===== config.mk =====
export PLATFORM = sky130hd
export DESIGN_NAME = bsa_div
export DESIGN_NICKNAME = d
export VERILOG_FILES = /design/src/design/bsa_pkg.sv /design/src/design/bsa_div.sv
export SDC_FILE = /design/constraint.sdc
export NUM_CORES = 1
export LEC_CHECK = 0
export BUFFER_PORTS_ARGS = -buffer_cell sky130_fd_sc_hd__buf_2
export CORE_ASPECT_RATIO = 0.7
export CORE_UTILIZATION = 25
export CTS_CLUSTER_DIAMETER = 40
export DETAILED_ROUTE_END_ITERATION = 16
export MAX_ROUTING_LAYER = met4
export PLACE_DENSITY = 0.52
export SLEW_MARGIN = 20
export SYNTH_ARGS = -nofsm -noshare
export SYNTH_HDL_FRONTEND = slang
export SYNTH_SLANG_ARGS = --single-unit

===== constraint.sdc =====
create_clock -name i_clk -period 3.1 [get_ports i_clk]
set_input_delay 0.465 -clock i_clk [delete_from_list [all_inputs] [get_ports i_clk]]
set_output_delay 0.465 -clock i_clk [all_outputs]
set_load 0.005 [all_outputs]

===== src/design/bsa_pkg.sv =====
// Shared types, constants and helper functions of the record slot allocator.
`timescale 1ns / 1ps

package bsa_pkg;

    localparam int unsigned BLK_W      = 8;
    localparam int unsigned WORD_W     = 64;
    localparam int unsigned WIDX_W     = 4;
    localparam int unsigned MAP_WORDS  = 16;
    localparam int unsigned MAP_DEPTH  = 4096;
    localparam int unsigned NUM_BLOCKS = 256;
    localparam int unsigned SIZE_W     = 13;
    localparam int unsigned SLOT_W     = 10;
    localparam int unsigned CNT_W      = 11;
    localparam int unsigned ADDR_W     = 21;
    localparam int unsigned PROD_W     = 23;

    localparam logic [BLK_W-1:0]  META_BLK   = 8'd8;
    localparam logic [BLK_W-1:0]  FIRST_BLK  = 8'd9;
    localparam logic [BLK_W-1:0]  LAST_BLK   = 8'd255;
    localparam logic [SIZE_W-1:0] HDR_BYTES  = 13'd136;
    localparam logic [SIZE_W-1:0] PAYLOAD    = 13'd8056;
    localparam logic [SIZE_W-1:0] RESET_SIZE = 13'd64;
    localparam logic [CNT_W-1:0]  SLOT_MAX   = 11'd1024;
    localparam logic [CNT_W-1:0]  RESET_R    = 11'd125;

    typedef enum logic [0:0] {
        OP_ALLOC = 1'b0,
        OP_FREE  = 1'b1
    } t_op;

    typedef enum logic [1:0] {
        ST_RESERVED = 2'd0,
        ST_UNUSED   = 2'd1,
        ST_PARTIAL  = 2'd2,
        ST_FULL     = 2'd3
    } t_blk_st;

    typedef enum logic [1:0] {
        ERR_OK        = 2'd0,
        ERR_EXHAUSTED = 2'd1,
        ERR_BAD_FREE  = 2'd2
    } t_err;

    // bits of map word w that hold real slots (index below r)
    function automatic logic [WORD_W-1:0] word_mask(input logic [CNT_W-1:0] r,
                                                    input logic [WIDX_W-1:0] w);
        logic [CNT_W-1:0] base;
        logic [CNT_W-1:0] span;
        base = {1'b0, w, 6'b0};
        span = r - base;
        if (r >= base + CNT_W'(WORD_W)) begin
            word_mask = '1;
        end else if (r <= base) begin
            word_mask = '0;
        end else begin
            word_mask = (WORD_W'(1) << span[5:0]) - WORD_W'(1);
        end
    endfunction

    // index of the lowest set bit
    function automatic logic [5:0] low_bit(input logic [WORD_W-1:0] v);
        low_bit = '0;
        for (int i = WORD_W - 1; i >= 0; i--) begin
            if (v[i]) begin
                low_bit = 6'(i);
            end
        end
    endfunction

    function automatic t_blk_st blk_default(input logic [BLK_W-1:0] b);
        blk_default = (b < META_BLK) ? ST_RESERVED : ST_UNUSED;
    endfunction

endpackage


===== src/design/bsa_div.sv =====
// Restoring divider, one quotient bit per cycle.
`timescale 1ns / 1ps

module bsa_div (
    input  logic                       i_clk,
    input  logic                       i_rst_n,
    input  logic                       i_start,
    input  logic [bsa_pkg::SIZE_W-1:0] i_dividend,
    input  logic [bsa_pkg::SIZE_W-1:0] i_divisor,
    output logic                       o_done,
    output logic [bsa_pkg::SIZE_W-1:0] o_quo,
    output logic [bsa_pkg::SIZE_W-1:0] o_rem
);
    import bsa_pkg::*;

    localparam logic [3:0] LAST_STEP = 4'(SIZE_W - 1);

    logic              r_busy;
    logic [3:0]        r_cnt;
    logic [SIZE_W-1:0] r_q;
    logic [SIZE_W-1:0] r_r;
    logic [SIZE_W-1:0] r_d;
    logic [SIZE_W:0]   sh;
    logic              ge;

    assign sh = {r_r, r_q[SIZE_W-1]};
    assign ge = sh >= {1'b0, r_d};

    always_ff @(posedge i_clk) begin
        if (!i_rst_n) begin
            r_busy <= 1'b0;
            o_done <= 1'b0;
            r_cnt  <= '0;
        end else begin
            o_done <= 1'b0;
            if (i_start) begin
                r_busy <= 1'b1;
                r_cnt  <= '0;
                r_q    <= i_dividend;
                r_r    <= '0;
                r_d    <= i_divisor;
            end else if (r_busy) begin
                r_r   <= ge ? SIZE_W'(sh - {1'b0, r_d}) : sh[SIZE_W-1:0];
                r_q   <= {r_q[SIZE_W-2:0], ge};
                r_cnt <= r_cnt + 4'd1;
                if (r_cnt == LAST_STEP) begin
                    r_busy <= 1'b0;
                    o_done <= 1'b1;
                end
            end
        end
    end

    assign o_quo = r_q;
    assign o_rem = r_r;

endmodule


==> flow_summary.json <==
{
  "status": "finished, final reports clean",
  "gp_routability_congestion": 0.754,
  "route.detailed.drc": 0,
  "clockPowerShare_pct": 34.1,
  "worstSkewPairLatency_ns": 0.29,
  "synth_top_area_share_pct": 46.7,
  "number_of_clock_sinks": 45,
  "cp_max_fo": 19,
  "worst_setup_end_kind": "flop",
  "area.growth.synth_to_final_pct": 23.6,
  "grt_start_max_net_pins": 22,
  "cpMaxStageDelayCell": "fa_1",
  "die_w_um": 122,
  "die_h_um": 85.8,
  "post_cts.resized_instances": 0,
  "post-dp-hpwl_um": 3920,
  "timing.critical_path.buf_inv": 2,
  "global_route.overflow_total": 0,
  "initial_standard_cell_utilization_of_the_core_pct": 25.8,
  "synth-seq-cells": 45,
  "synth.area.top_cells": "edfxtp_1 47%, ha_1 7.5%, mux2_2 5.8%",
  "power.density_cell_area_nw_per_um2": 564,
  "yosysMostFrequentCell": "edfxtp_1",
  "root_buffer": "clkbuf_16",
  "critical_path.reg2reg.startpoint": "o_quo[12]$_DFFE_PP_",
  "wirelength_met1_um": 2860,
  "cp_data_arrival_time_ns": 2.79,
  "layoutNonFillerInstCount": 394,
  "cell_int_power_uw": 1270,
  "wire_length_of_the_first_global_routing_pass_um": 8430,
  "cts_tree": "done",
  "number_of_synthesized_flops_with_an_enable_pin": 39,
  "maximum_vdd_drop_mv": 0.231,
  "port_buffers": 55,
  "async_flop_share_pct": 0,
  "post_synth_inst_count": 206,
  "r2r_slack_ns": 0.35,
  "place.detailed.instances": 386,
  "cts_buffers": 5,
  "critPathKind": "flop to flop",
  "vias": 1715,
  "r2r-end": "o_rem[12]$_SDFFCE_PP0P_",
  "synth_top_flop_cell": "edfxtp_1",
  "synth_top_cells_by_count": "39 x edfxtp_1, 20 x inv_1, 18 x nor2_1",
  "req_time_crit_path_ns": 3.14,
  "finalWirelength_um": 5290,
  "area_of_the_die_um2": 10400,
  "synth-warning-count": 0,
  "route.detailed.wl_per_inst_um": 13.4,
  "detailroute.wirelength.met3_um": 172,
  "power.static_leakage_uw": 0.00130,
  "maxClockFrequency_mhz": 363,
  "rsz0062_at_grt": "no",
  "ff2ff_path_depth": 10,
  "hold_path_startpoint": "i_divisor[10]",
  "slew_headroom_pct": 50.1,
  "synthesis.nets": 251,
  "pwr-share-comb_pct": 23.2,
  "detail_route.vias_per_cell": 4.35,
  "seq_power_share_pct": 42.7,
  "net-switching-power_uw": 474,
  "number_of_antenna_violations_at_the_first_check_in_global_routing": 0,
  "dr_wl_met2_um": 2190,
  "htree_levels": 2,
  "finalNetCount": 310,
  "top_signal_layer_used": "met4",
  "final_antenna_net_count": 0,
  "worst-slew-pin-transition_ns": 0.746,
  "core.rowCount": 30,
  "path_clk_slew_ns": 0.06,
  "layout_worst_path_cycle_share_pct": 88.8,
  "post-cts-setup-buffer-count": 0,
  "floorplan.io_pins": 56,
  "critical_path.cell_chain": "inv_1, ha_1, inv_1, fa_1, a211oi_2, o21ai_4, a31oi_4, o21ai_4, nor4b_2, a211o_1",
  "setup-tns-final_ns": 0,
  "worst_path_dominant_cell_family": "compound AO/OA/AOI/OAI gates",
  "finalHoldViolations": 0,
  "worst_clock_skew_ns": 0.00620,
  "synth.avg_cell_area_um2": 12.2,
  "cts-root-to-sink-buffers": 2,
  "dr.pass1.iters": 4,
  "ys_seq_area_share_pct": 51.5,
  "drt_iter0_drc": 41,
  "n_antenna_cell": 0,
  "ctsHoldBuffers": 0,
  "drv_slew": 0,
  "hold_depth": 1,
  "report.final.setup_viol": 0,
  "switching_share_pct": 27.1,
  "netlist_area_um2": 2510,
  "min_to": "r_d[10]$_DFFE_PP_",
  "grt_usage_pct": 11.0,
  "cell_variety_after_synth": 46,
  "crit_path_max_incr_delay_ns": 0.43,
  "synth_top_area_cell": "edfxtp_1",
  "setup.worst_path.start_class": "flop",
  "layout_min_cycle_time_ns": 2.75,
  "floorplan.core_area_um2": 9720,
  "hp-class": "input port to flop",
  "drive_above_1_share_pct": 34.2,
  "first_global_vias": 1644,
  "max-cap-violations": 0
}
-- worst max path at each step --
stage | start | end | slack, ns | cells after the start
floorplan | o_quo[12]$_DFFE_PP_ | o_quo[0]$_DFFE_PP_ | 0.58 | 10
global placement | o_quo[12]$_DFFE_PP_ | o_rem[12]$_SDFFCE_PP0P_ | 0.41 | 10
detailed placement | o_quo[12]$_DFFE_PP_ | o_rem[12]$_SDFFCE_PP0P_ | 0.33 | 10
CTS | o_quo[12]$_DFFE_PP_ | o_rem[12]$_SDFFCE_PP0P_ | 0.32 | 10
global route | o_quo[12]$_DFFE_PP_ | o_rem[12]$_SDFFCE_PP0P_ | 0.20 | 10
finish | o_quo[12]$_DFFE_PP_ | o_rem[12]$_SDFFCE_PP0P_ | 0.35 | 10
-- final cells by class --
type	instances	area, um2
Fill cell	992	6620
Sequential cell	45	1290
Multi-Input combinational cell	135	1110
Timing Repair Buffer	58	298
Clock buffer	8	168
Tap cell	128	160
Inverter	20	75.1
-- power by group through the flow --
stage / combinational [uW] / sequential (uW) / clock, uW
3_5_place_dp: 407 / 760 / 0
4_1_cts: 411 / 747 / 610
3_3_place_gp: 402 / 759 / 0
2_1_floorplan: 301 / 755 / 0
6_report: 406 / 746 / 595
5_1_grt: 451 / 752 / 630
-- metrics by stage --
step                      cell area [um2]  total power, uW  worst slack, ns  util, %  hold slack [ns]
after floorplan                      2510             1060            0.579        -            0.472
after global placement               2930             1160            0.409     30.1            0.496
after detailed placement             2930             1170            0.335     30.1            0.519
after CTS                            3100             1770            0.316     31.9            0.344
after global routing                 3100             1830            0.202     31.9            0.341
final                                3100             1750            0.348     31.9            0.350
-- registers in the layout, indices dropped and copies added, names as in the netlist --
register	count
o_done	1
o_quo	13
o_rem	13
r_busy	1
r_cnt	4
r_d	13
-- kinds of logic after synthesis --
group           share of synthesized area (%)
buf+inv                                  4.39
xor+xnor                                 3.84
fa+ha+maj                                8.28
flops                                    51.5
simple gates                             9.73
compound gates                           13.2
mux                                      9.03
-- cell usage in the layout (no fill, tap or decap), drive strengths merged --
| master | count |
|---|---|
| a2111oi | 1 |
| a211o | 1 |
| a211oi | 6 |
| a21boi | 2 |
| a21o | 2 |
| a21oi | 12 |
| a31oi | 1 |
| and3 | 2 |
| and4 | 1 |
| and4b | 1 |
| buf | 58 |
| clkbuf | 8 |
| dfxtp | 6 |
| edfxtp | 39 |
| fa | 1 |
| ha | 15 |
| inv | 20 |
| mux2 | 13 |
| mux2i | 8 |
| nand2 | 7 |
| nand2b | 2 |
| nand3 | 1 |
| nand4 | 3 |
| nor2 | 21 |
| nor2b | 1 |
| nor3 | 3 |
| nor3b | 2 |
| nor4b | 1 |
| o211a | 1 |
| o211ai | 4 |
| o21a | 3 |
| o21ai | 4 |
| o22a | 1 |
| o22ai | 1 |
| o31ai | 1 |
| or3 | 2 |
| xnor2 | 7 |
| xor2 | 4 |
-- routing by layer --
metal  track usage (%)  vias up
met5                 -        -
met4              3.37        0
met3              2.53        8
met2              15.4       36
met1              15.4      804
li1                  -      867
(Power assumes the default switching activity.)
